**src/hw/rtl/mbps_pkg.sv**
```systemverilog
`default_nettype none
package mbps_pkg;

    localparam int MaxPatternBytes = 32;
    localparam int OffsetBits      = 32;
    localparam int MatchOffsetBits = 32;
    localparam int LenBits         = 6;
    localparam int LenIdxBits      = $clog2(MaxPatternBytes);
    localparam int CfgIndexBits    = 3;
    localparam int CfgDataBits     = 64;
    localparam int MaskBits        = 32;
    localparam int FifoDepth       = 2;
    localparam int FifoPtrBits     = $clog2(FifoDepth);
    localparam int FifoCountBits   = $clog2(FifoDepth + 1);

    typedef enum logic [CfgIndexBits-1:0] {
        CFG_PATTERN_0_7   = 3'd0,
        CFG_PATTERN_8_15  = 3'd1,
        CFG_PATTERN_16_23 = 3'd2,
        CFG_PATTERN_24_31 = 3'd3,
        CFG_COMPARE_MASK  = 3'd4,
        CFG_PATTERN_LEN   = 3'd5
    } cfg_index_t;

    typedef struct packed {
        logic                       found;
        logic [MatchOffsetBits-1:0] match_offset;
    } result_t;

    typedef struct packed {
        logic range_open;
        logic reported;
    } front_status_t;

endpackage
`default_nettype wire

```
**src/hw/rtl/masked_byte_pattern_search_top.sv**
```systemverilog
// A result passes from the byte that causes it through the result queue and the output register to out_valid.
// Throughput: one byte per cycle while in_stall is low; the shift-and compare of the full pattern is combinational.
// A two-entry result queue and the output register let input and output stall independently.
// Reset (rst_n, async, active low): clears the range state and the queue, pattern
// registers and mask to zero, and pattern length to one.
`default_nettype none
module masked_byte_pattern_search_top
    import mbps_pkg::*;
(
    input  wire logic                        clk,
    input  wire logic                        rst_n,
    input  wire logic                        cfg_we,
    input  wire logic [CfgIndexBits-1:0]     cfg_index,
    input  wire logic [CfgDataBits-1:0]      cfg_data,
    input  wire logic                        in_valid,
    output logic                             in_stall,
    input  wire logic [7:0]                  data_byte,
    input  wire logic                        last_in_range,
    output logic                             out_valid,
    input  wire logic                        out_stall,
    output logic                             found,
    output logic [MatchOffsetBits-1:0]       match_offset
);

    logic                     push;
    result_t                  push_data;
    front_status_t            status;
    logic                     pop;
    result_t                  pop_data;
    logic                     fifo_not_empty;
    logic                     fifo_full;
    logic [FifoCountBits-1:0] fifo_count;

    assign in_stall = fifo_full;

    mbps_front u_front (
        .clk           (clk),
        .rst_n         (rst_n),
        .cfg_we        (cfg_we),
        .cfg_index     (cfg_index),
        .cfg_data      (cfg_data),
        .in_valid      (in_valid),
        .in_stall      (in_stall),
        .data_byte     (data_byte),
        .last_in_range (last_in_range),
        .push          (push),
        .push_data     (push_data),
        .status        (status)
    );

    mbps_fifo u_fifo (
        .clk       (clk),
        .rst_n     (rst_n),
        .push      (push),
        .push_data (push_data),
        .pop       (pop),
        .pop_data  (pop_data),
        .not_empty (fifo_not_empty),
        .full      (fifo_full),
        .count     (fifo_count)
    );

    mbps_back u_back (
        .clk          (clk),
        .rst_n        (rst_n),
        .fifo_valid   (fifo_not_empty),
        .fifo_data    (pop_data),
        .pop          (pop),
        .out_valid    (out_valid),
        .out_stall    (out_stall),
        .found        (found),
        .match_offset (match_offset)
    );

    a_not_found_zero_offset: assert property (@(posedge clk) disable iff (!rst_n)
        out_valid && !found |-> match_offset == '0)
        else $error("not-found transaction with nonzero offset");

    a_last_clears_range: assert property (@(posedge clk) disable iff (!rst_n)
        in_valid && !in_stall && last_in_range |=> !status.range_open && !status.reported)
        else $error("range state not cleared after final byte");

    a_no_push_when_full: assert property (@(posedge clk) disable iff (!rst_n)
        fifo_full |-> !push)
        else $error("result pushed into full queue");

    a_push_raises_count: assert property (@(posedge clk) disable iff (!rst_n)
        push && !pop |=> fifo_count == $past(fifo_count) + FifoCountBits'(1))
        else $error("queued result lost");

endmodule
`default_nettype wire

```
**src/hw/rtl/mbps_fifo.sv**
```systemverilog
`default_nettype none
module mbps_fifo
    import mbps_pkg::*;
(
    input  wire logic                     clk,
    input  wire logic                     rst_n,
    input  wire logic                     push,
    input  wire result_t                  push_data,
    input  wire logic                     pop,
    output result_t                       pop_data,
    output logic                          not_empty,
    output logic                          full,
    output logic [FifoCountBits-1:0]      count
);

    result_t                  entry_reg [FifoDepth];
    logic [FifoPtrBits-1:0]   wr_ptr_reg;
    logic [FifoPtrBits-1:0]   wr_ptr_next;
    logic [FifoPtrBits-1:0]   rd_ptr_reg;
    logic [FifoPtrBits-1:0]   rd_ptr_next;
    logic [FifoCountBits-1:0] count_reg;
    logic [FifoCountBits-1:0] count_next;
    logic                     do_push;
    logic                     do_pop;

    assign full      = (count_reg == FifoCountBits'(FifoDepth));
    assign not_empty = (count_reg != '0);
    assign count     = count_reg;
    assign pop_data  = entry_reg[rd_ptr_reg];
    assign do_push   = push && !full;
    assign do_pop    = pop && not_empty;

    always_comb
    begin
        wr_ptr_next = wr_ptr_reg;
        rd_ptr_next = rd_ptr_reg;
        count_next  = count_reg;
        if (do_push)
        begin
            wr_ptr_next = (wr_ptr_reg == FifoPtrBits'(FifoDepth - 1)) ? '0
                          : wr_ptr_reg + FifoPtrBits'(1);
        end
        if (do_pop)
        begin
            rd_ptr_next = (rd_ptr_reg == FifoPtrBits'(FifoDepth - 1)) ? '0
                          : rd_ptr_reg + FifoPtrBits'(1);
        end
        if (do_push && !do_pop)
        begin
            count_next = count_reg + FifoCountBits'(1);
        end
        else if (do_pop && !do_push)
        begin
            count_next = count_reg - FifoCountBits'(1);
        end
    end

    always_ff @(posedge clk or negedge rst_n)
    begin
        if (!rst_n)
        begin
            wr_ptr_reg <= '0;
            rd_ptr_reg <= '0;
            count_reg  <= '0;
        end
        else
        begin
            wr_ptr_reg <= wr_ptr_next;
            rd_ptr_reg <= rd_ptr_next;
            count_reg  <= count_next;
        end
    end

    always_ff @(posedge clk)
    begin
        if (do_push)
        begin
            entry_reg[wr_ptr_reg] <= push_data;
        end
    end

endmodule
`default_nettype wire

```
**src/hw/rtl/mbps_front.sv**
```systemverilog
`default_nettype none
module mbps_front
    import mbps_pkg::*;
(
    input  wire logic                    clk,
    input  wire logic                    rst_n,
    input  wire logic                    cfg_we,
    input  wire logic [CfgIndexBits-1:0] cfg_index,
    input  wire logic [CfgDataBits-1:0]  cfg_data,
    input  wire logic                    in_valid,
    input  wire logic                    in_stall,
    input  wire logic [7:0]              data_byte,
    input  wire logic                    last_in_range,
    output logic                         push,
    output result_t                      push_data,
    output front_status_t                status
);

    logic [CfgDataBits-1:0]     pat0_reg;
    logic [CfgDataBits-1:0]     pat1_reg;
    logic [CfgDataBits-1:0]     pat2_reg;
    logic [CfgDataBits-1:0]     pat3_reg;
    logic [MaskBits-1:0]        mask_reg;
    logic [LenBits-1:0]         len_cfg_reg;

    logic [MaxPatternBytes-1:0] hit_reg;
    logic [MaxPatternBytes-1:0] hit_next;
    logic [OffsetBits-1:0]      cnt_reg;
    logic [OffsetBits-1:0]      cnt_next;
    logic                       reported_reg;
    logic                       reported_next;

    logic [8*MaxPatternBytes-1:0] pattern;
    logic [MaxPatternBytes-1:0]   eq_vec;
    logic [MaxPatternBytes-1:0]   hit_shift;
    logic [LenBits-1:0]           len_used;
    logic [LenBits-1:0]           len_m1;
    logic [OffsetBits-1:0]        cnt_inc;
    logic                         matched;
    logic                         accept;

    assign pattern = {pat3_reg, pat2_reg, pat1_reg, pat0_reg};
    assign accept  = in_valid && !in_stall;

    always_comb
    begin
        if (len_cfg_reg == '0)
        begin
            len_used = LenBits'(1);
        end
        else if (len_cfg_reg > LenBits'(MaxPatternBytes))
        begin
            len_used = LenBits'(MaxPatternBytes);
        end
        else
        begin
            len_used = len_cfg_reg;
        end
        len_m1 = len_used - LenBits'(1);
    end

    always_comb
    begin
        for (int i = 0; i < MaxPatternBytes; i++)
        begin
            eq_vec[i] = !mask_reg[i] || (pattern[i*8 +: 8] == data_byte);
        end
    end

    // each bit tracks a live partial match of the pattern prefix ending here
    assign hit_shift = {hit_reg[MaxPatternBytes-2:0], 1'b1} & eq_vec;
    assign matched   = hit_shift[len_m1[LenIdxBits-1:0]];
    assign cnt_inc   = (cnt_reg == '1) ? cnt_reg : cnt_reg + OffsetBits'(1);

    always_comb
    begin
        push                   = accept && !reported_reg && (matched || last_in_range);
        push_data.found        = matched;
        push_data.match_offset = matched
            ? MatchOffsetBits'(cnt_inc - OffsetBits'(len_used)) : '0;
    end

    always_comb
    begin
        hit_next      = hit_reg;
        cnt_next      = cnt_reg;
        reported_next = reported_reg;
        if (accept)
        begin
            if (last_in_range)
            begin
                hit_next      = '0;
                cnt_next      = '0;
                reported_next = 1'b0;
            end
            else
            begin
                hit_next      = hit_shift;
                cnt_next      = cnt_inc;
                reported_next = reported_reg || matched;
            end
        end
    end

    assign status.range_open = (cnt_reg != '0);
    assign status.reported   = reported_reg;

    always_ff @(posedge clk or negedge rst_n)
    begin
        if (!rst_n)
        begin
            pat0_reg     <= '0;
            pat1_reg     <= '0;
            pat2_reg     <= '0;
            pat3_reg     <= '0;
            mask_reg     <= '0;
            len_cfg_reg  <= LenBits'(1);
            hit_reg      <= '0;
            cnt_reg      <= '0;
            reported_reg <= 1'b0;
        end
        else
        begin
            hit_reg      <= hit_next;
            cnt_reg      <= cnt_next;
            reported_reg <= reported_next;
            if (cfg_we)
            begin
                case (cfg_index_t'(cfg_index))
                    CFG_PATTERN_0_7:   pat0_reg    <= cfg_data;
                    CFG_PATTERN_8_15:  pat1_reg    <= cfg_data;
                    CFG_PATTERN_16_23: pat2_reg    <= cfg_data;
                    CFG_PATTERN_24_31: pat3_reg    <= cfg_data;
                    CFG_COMPARE_MASK:  mask_reg    <= cfg_data[MaskBits-1:0];
                    CFG_PATTERN_LEN:   len_cfg_reg <= cfg_data[LenBits-1:0];
                    default:           ;
                endcase
            end
        end
    end

endmodule
`default_nettype wire

```
**src/hw/rtl/mbps_back.sv**
```systemverilog
`default_nettype none
module mbps_back
    import mbps_pkg::*;
(
    input  wire logic                        clk,
    input  wire logic                        rst_n,
    input  wire logic                        fifo_valid,
    input  wire result_t                     fifo_data,
    output logic                             pop,
    output logic                             out_valid,
    input  wire logic                        out_stall,
    output logic                             found,
    output logic [MatchOffsetBits-1:0]       match_offset
);

    logic    out_valid_reg;
    logic    out_valid_next;
    result_t out_data_reg;

    assign pop = fifo_valid && (!out_valid_reg || !out_stall);

    always_comb
    begin
        out_valid_next = out_valid_reg;
        if (pop)
        begin
            out_valid_next = 1'b1;
        end
        else if (!out_stall)
        begin
            out_valid_next = 1'b0;
        end
    end

    always_ff @(posedge clk or negedge rst_n)
    begin
        if (!rst_n)
        begin
            out_valid_reg <= 1'b0;
        end
        else
        begin
            out_valid_reg <= out_valid_next;
        end
    end

    // load only on a completed handoff so a stalled transaction holds
    always_ff @(posedge clk)
    begin
        if (pop)
        begin
            out_data_reg <= fifo_data;
        end
    end

    assign out_valid    = out_valid_reg;
    assign found        = out_data_reg.found;
    assign match_offset = out_data_reg.match_offset;

endmodule
`default_nettype wire

```
**config.mk**
```make
export PLATFORM = sky130hd
export DESIGN_NAME = masked_byte_pattern_search_top
export DESIGN_NICKNAME = d
export VERILOG_FILES = /design/src/hw/rtl/mbps_pkg.sv /design/src/hw/rtl/masked_byte_pattern_search_top.sv /design/src/hw/rtl/mbps_fifo.sv /design/src/hw/rtl/mbps_front.sv /design/src/hw/rtl/mbps_back.sv
export SDC_FILE = /design/constraint.sdc
export NUM_CORES = 1
export LEC_CHECK = 0
export BUFFER_PORTS_ARGS = -buffer_cell sky130_fd_sc_hd__buf_2
export CAP_MARGIN = 20
export CORE_AREA = 2 2 292 150
export DETAILED_ROUTE_END_ITERATION = 10
export DIE_AREA = 0 0 294 152
export GPL_TIMING_DRIVEN = 0
export PLACE_DENSITY = 0.81
export SYNTH_ARGS = -nofsm -noshare
export SYNTH_HDL_FRONTEND = slang
export SYNTH_HIERARCHICAL = 1
export SYNTH_SLANG_ARGS = --single-unit
```
**constraint.sdc**
```tcl
create_clock -name clk -period 10.85 [get_ports clk]
set_input_delay 1.085 -clock clk [delete_from_list [all_inputs] [get_ports clk]]
set_output_delay 1.085 -clock clk [all_outputs]
set_load 0.01 [all_outputs]
```
======== After elaboration in Yosys (flattened, before gate mapping) ========
Memories as Yosys holds them, arrays and structs flattened. A register that Yosys moved wholly into a read port is not among the register bits.
Cells that the tools add are included.
cells by class
  muxes and demuxes ....................... 17
  $lt $le $gt $ge ......................... 2
  add/subtract/negate cells ............... 7
  eq/ne operators ......................... 40
  reductions and logical operators ........ 91
  bitwise gates (word level) .............. 1
operators with widths
  kind                                                        number
  equality test 8 bit                                         32
  2-to-1 mux 32 bit                                           3
  logical NOT 1 bit                                           38
  logical OR 1 bit                                            35
  adder 32 x 1 -> 32 bit, second input constant               1
  bitwise AND 32 bit                                          1
  equality test 32 bit, second input constant                 1
  subtractor 32 x 6 -> 32 bit                                 1
  2-to-1 mux 31 bit                                           1
  2-to-1 mux 6 bit                                            2
  AND reduction 2 bit                                         6
  logical AND 1 bit                                           8
  2-to-1 mux 1 bit                                            8
  equality test 3 x 2 -> 1 bit, second input constant         2
  equality test 3 bit, second input constant                  2
  > comparator 6 bit, second input constant                   1
  logical NOT 6 bit                                           1
  less-than comparator 5 x 6 -> 1 bit, second input constant  1
  binary-select mux 1 bit (select 5 bit)                      1
  subtractor 5 x 1 -> 5 bit, second input constant            1
  2-to-1 mux 2 bit                                            2
  nonzero test 2 bit                                          2
  equality test 3 x 1 -> 1 bit, second input constant         1
  logical NOT 3 bit                                           1
  other kinds (5)                                             6
storage, ports and cells
  input bits .............................. 81
  RAM bits ................................ 66
  bits in registers ....................... 363
  memories kept ........................... 1
  word-level logic and storage cells ...... 172
  output and inout port bits .............. 35
memories
  memory            words  bits a word  read ports  clocked after Yosys merged registers in  wr ports  line             source
  u_fifo.entry_reg  2      33           1           1                                        1         mbps_fifo.sv:16  result_t entry_reg [FifoDepth];

======== Depth between registers and ports, before layout ========
  word-level depth ........................ 13
  gate-level depth with buffers ........... 21
  mapped depth without buffers ............ 17

======== Modules after synthesis ========
Netlist, hierarchy kept.
modules (own cells, without submodules)
  module      area each (um^2)  cells each  sequential area each (um^2)  instances
  mbps_front  19044.5           1663        8959.8                       1
  mbps_fifo   2733.9            122         2082.0                       1
  mbps_back   1034.7            36          1016.0                       1

======== Worst setup path after synthesis ========
Ideal clock, no wire load.
  kind .................................... input-to-reg
  from .................................... input data_byte[1]
  to ...................................... memory u_fifo/entry_reg[0][0] (netlist bit), enable pin
  slack ................................... 5367 ps
  arrival time ............................ 5059 ps
  buffers on the path ..................... 5
  cell stages on the path ................. 15
  data required time ...................... 10427 ps
  library setup time ...................... 423 ps
  cells stage by stage .................... clkbuf_1 buf_2 buf_2 buf_2 xnor2_1 nand4_1 o21ai_0 nand3_1 o211ai_1 nand4_1 a31o_2 buf_6 a211oi_1 nand2_1 nor2_1
on the way
  longest elaborated chain between the ends .. 10
  elaborated cells on any way between the ends .. 72
  those cells by class .................... eq/ne: 32; mux: 4; bitwise: 1; reduce/logical: 35
ends and longest elaborated chain
  element                                   line                                  source
  start: declaration                        masked_byte_pattern_search_top.sv:17  input wire logic [7:0] data_byte,
  equality test 8 bit                       mbps_front.sv:66                      eq_vec[i] = !mask_reg[i] || (pattern[i*8 +: 8] == data_byte);
  logical OR 1 bit                          mbps_front.sv:66
  bitwise AND 32 bit *                      mbps_front.sv:71                      assign hit_shift = {hit_reg[MaxPatternBytes-2:0], 1'b1} & eq_vec;
  binary-select mux 1 bit (select 5 bit) *  mbps_front.sv:72                      assign matched = hit_shift[len_m1[LenIdxBits-1:0]];
  2-to-1 mux 1 bit (implied by the code) *  mbps_front.sv:72
  logical OR 1 bit *                        mbps_front.sv:77                      push = accept && !reported_reg && (matched || last_in_range);
  logical AND 1 bit *                       mbps_front.sv:77
  named net push                            masked_byte_pattern_search_top.sv:25  logic push;
  logical AND 1 bit *                       mbps_fifo.sv:30                       assign do_push = push && !full;
  2-to-1 mux 1 bit *                        mbps_fifo.sv:76                       if (do_push)
  2-to-1 mux 1 bit (implied by the code) *  mbps_fifo.sv:78                       entry_reg[wr_ptr_reg] <= push_data;
  end: declaration                          mbps_fifo.sv:16
Mark *: on every way through the listed nets, which the timed path passes. The rest lies on a longest branch. The select of a mux whose other input is x is not followed.

======== Final worst setup path ========
  from .................................... input data_byte[3]
  to ...................................... memory u_fifo/entry_reg[1][2] (netlist bit), enable pin
Same word-level chain as after synthesis.

==> flow_summary.json <==
{
  "outcome": "finished clean",
  "maxSlewHeadroom": 0.183,
  "drc": 0,
  "num_vias": 15800,
  "cp-end-kind": "flip-flop",
  "die_y_um": 152,
  "rsz0062_at_grt": "false",
  "worst-setup-path-type": "in -> reg",
  "viasPerCell": 6.14,
  "syn_avg_cell_area_um2": 12.6,
  "core_mm2": 0.0425,
  "final_antenna_net_count": 0,
  "numCtsBuffers": 43,
  "hold_violations": 0,
  "grt_max_degree": 125,
  "clk_pin_slew_ns": 0.06,
  "p_clk_frac": 0.271,
  "cp_max_fo": 33,
  "power.total_w": 0.00591,
  "cts_max_level": 2,
  "clk_path_buf_depth": 3,
  "nets": 2060,
  "cts_post_setup_buffers_inserted": 0,
  "cts_tree": "built",
  "grt_pass1_vias": 15400,
  "track_usage": 0.290,
  "hpwl_um": 47100,
  "start_kind": "input port",
  "crit_required_ns": 11.03,
  "power.switching_w": 0.00192,
  "cts_resized": 0,
  "largest_reg_flops": 66,
  "globalRouteOverflowTotal": 0,
  "synth_nets": 1902,
  "maxCapViolations": 0,
  "cts_root_buf": "clkbuf_16",
  "period_minus_slack_ns": 6.35,
  "seqPwrFrac": 0.426,
  "period_share": 0.585,
  "setup_viol": 0,
  "antenna_found_initial": 1,
  "hp-class": "reg -> reg",
  "rows": 54,
  "intPower_w": 0.00399,
  "worst-slew-pin-transition_ns": 1.23,
  "io_pins": 116,
  "routed_wl_um": 64500,
  "yosysWarnings": 6,
  "syn2layout_area_growth_pct": 12.7,
  "insertion_delay_ns": 0.58,
  "firstDrtPassIters": 7,
  "die-area_mm2": 0.0447,
  "max_freq_mhz": 157,
  "syn-cell-area_mm2": 0.0227,
  "tns_ns": 0,
  "layout-drive-gt1-share": 0.296,
  "cts.sinks": 462,
  "drv_slew": 0,
  "p_per_area_mw_per_mm2": 231,
  "fin_worst_skew_ns": 0.0471,
  "syn_inst": 1810,
  "die_w_um": 294,
  "sw_frac_of_total": 0.325,
  "portBuffers": 106,
  "crit_arrival_ns": 6.53,
  "ctsHoldBuffers": 0,
  "initial_core_util": 0.535,
  "ir_worst_vdd_uv": 121,
  "p_leak_nw": 10.1,
  "combPwrFrac": 0.302,
  "routedWlPerCell_um": 25.2,
  "grt_pass1_wl_um": 97400,
  "drt_iter0_drc": 2060,
  "gp_congestion": 0.966
}
routing by layer:
| metal | GRT usage | share of wire | routed length, um | up-vias |
|---|---|---|---|---|
| met5 | 0 | 0 | 0 | - |
| met4 | 0.0510 | 0.016 | 1020 | 0 |
| met3 | 0.0993 | 0.14 | 8730 | 87 |
| met2 | 0.378 | 0.39 | 25100 | 849 |
| met1 | 0.463 | 0.46 | 29600 | 8062 |
| li1 | - | - | - | 6752 |
metrics by stage:
stage	setup slack (ns)	hold WS [ns]	cell area (um2)	utilization	cells
final	4.50	0.483	25600	0.603	2565
after detailed placement	4.07	0.472	24100	0.567	2481
after global routing	4.34	0.518	25600	0.603	2564
after global placement	1.77	0.462	24000	0.564	2476
after floorplan	5.37	0.448	22700	-	1810
after CTS	4.63	0.486	25600	0.602	2561
critical path, cell delays in order:
cell	delay, ns
clkbuf_1	0.45
buf_2	0.53
buf_2	0.59
buf_2	0.59
xnor2_1	0.18
nand4_1	0.10
o21ai_0	0.58
nand3_1	0.15
o211ai_1	0.23
nand4_1	0.19
a31o_2	0.29
buf_6	0.15
a211oi_1	0.46
and3_2	0.85
area by class of cell:
cell class / instances / area, um2
Clock inverter: 23 / 289
Tap cell: 560 / 701
Timing Repair Buffer: 113 / 669
Antenna cell: 2 / 5.00
Fill cell: 3280 / 16900
Sequential cell: 462 / 12100
Inverter: 14 / 52.6
Clock buffer: 57 / 1210
Multi-Input combinational cell: 1221 / 10000
Buffer: 113 / 619
final timing paths:
path / from / end / slack, ns / depth (start not counted)
worst max-delay path: data_byte[3] / u_fifo/entry_reg[1][2] / 4.50 / 14
worst min-delay path: u_front/hit_reg[10] / u_front/hit_reg[10] / 0.48 / 2
worst max register to register: u_front/cnt_reg[4] / u_fifo/entry_reg[0][30] / 5.03 / 17
worst min register to register: u_front/hit_reg[10] / u_front/hit_reg[10] / 0.48 / 2
max in group asynchronous: rst_n / u_fifo/count[1] / 9.03 / 2
min in group asynchronous: rst_n / u_front/pat0_reg[51] / 0.62 / 1
power groups by stage:
stage	clock network, W	registers, W	logic (W)
floorplan	0	0.00250	0.00122
global placement	0	0.00252	0.00167
detailed placement	0	0.00254	0.00175
CTS	0.00163	0.00251	0.00177
global route	0.00170	0.00256	0.00193
finish	0.00160	0.00252	0.00179
cells in the final DEF (no fill, tap or decap), types with 6 or more instances in the layout:
| master | count |
|---|---|
| dfrtp_1 | 362 |
| mux2_2 | 298 |
| xnor2_1 | 288 |
| buf_2 | 127 |
| edfxtp_1 | 99 |
| nand2_1 | 98 |
| o21ai_0 | 83 |
| nand4_1 | 77 |
| clkbuf_1 | 70 |
| nor2_1 | 63 |
| nand3_1 | 52 |
| clkbuf_16 | 44 |
| mux2_4 | 29 |
| xor2_1 | 24 |
| a21oi_1 | 24 |
| nor3_1 | 19 |
| inv_1 | 13 |
| clkinv_2 | 12 |
| o31ai_1 | 12 |
| buf_6 | 10 |
| ha_1 | 10 |
| a22o_1 | 10 |
| and4_1 | 9 |
| o211ai_1 | 8 |
| clkbuf_8 | 7 |
| buf_4 | 7 |
| and2_1 | 7 |
| nor4_1 | 6 |
| mux2i_1 | 6 |
Note: power is estimated with default switching activity, not from simulation.
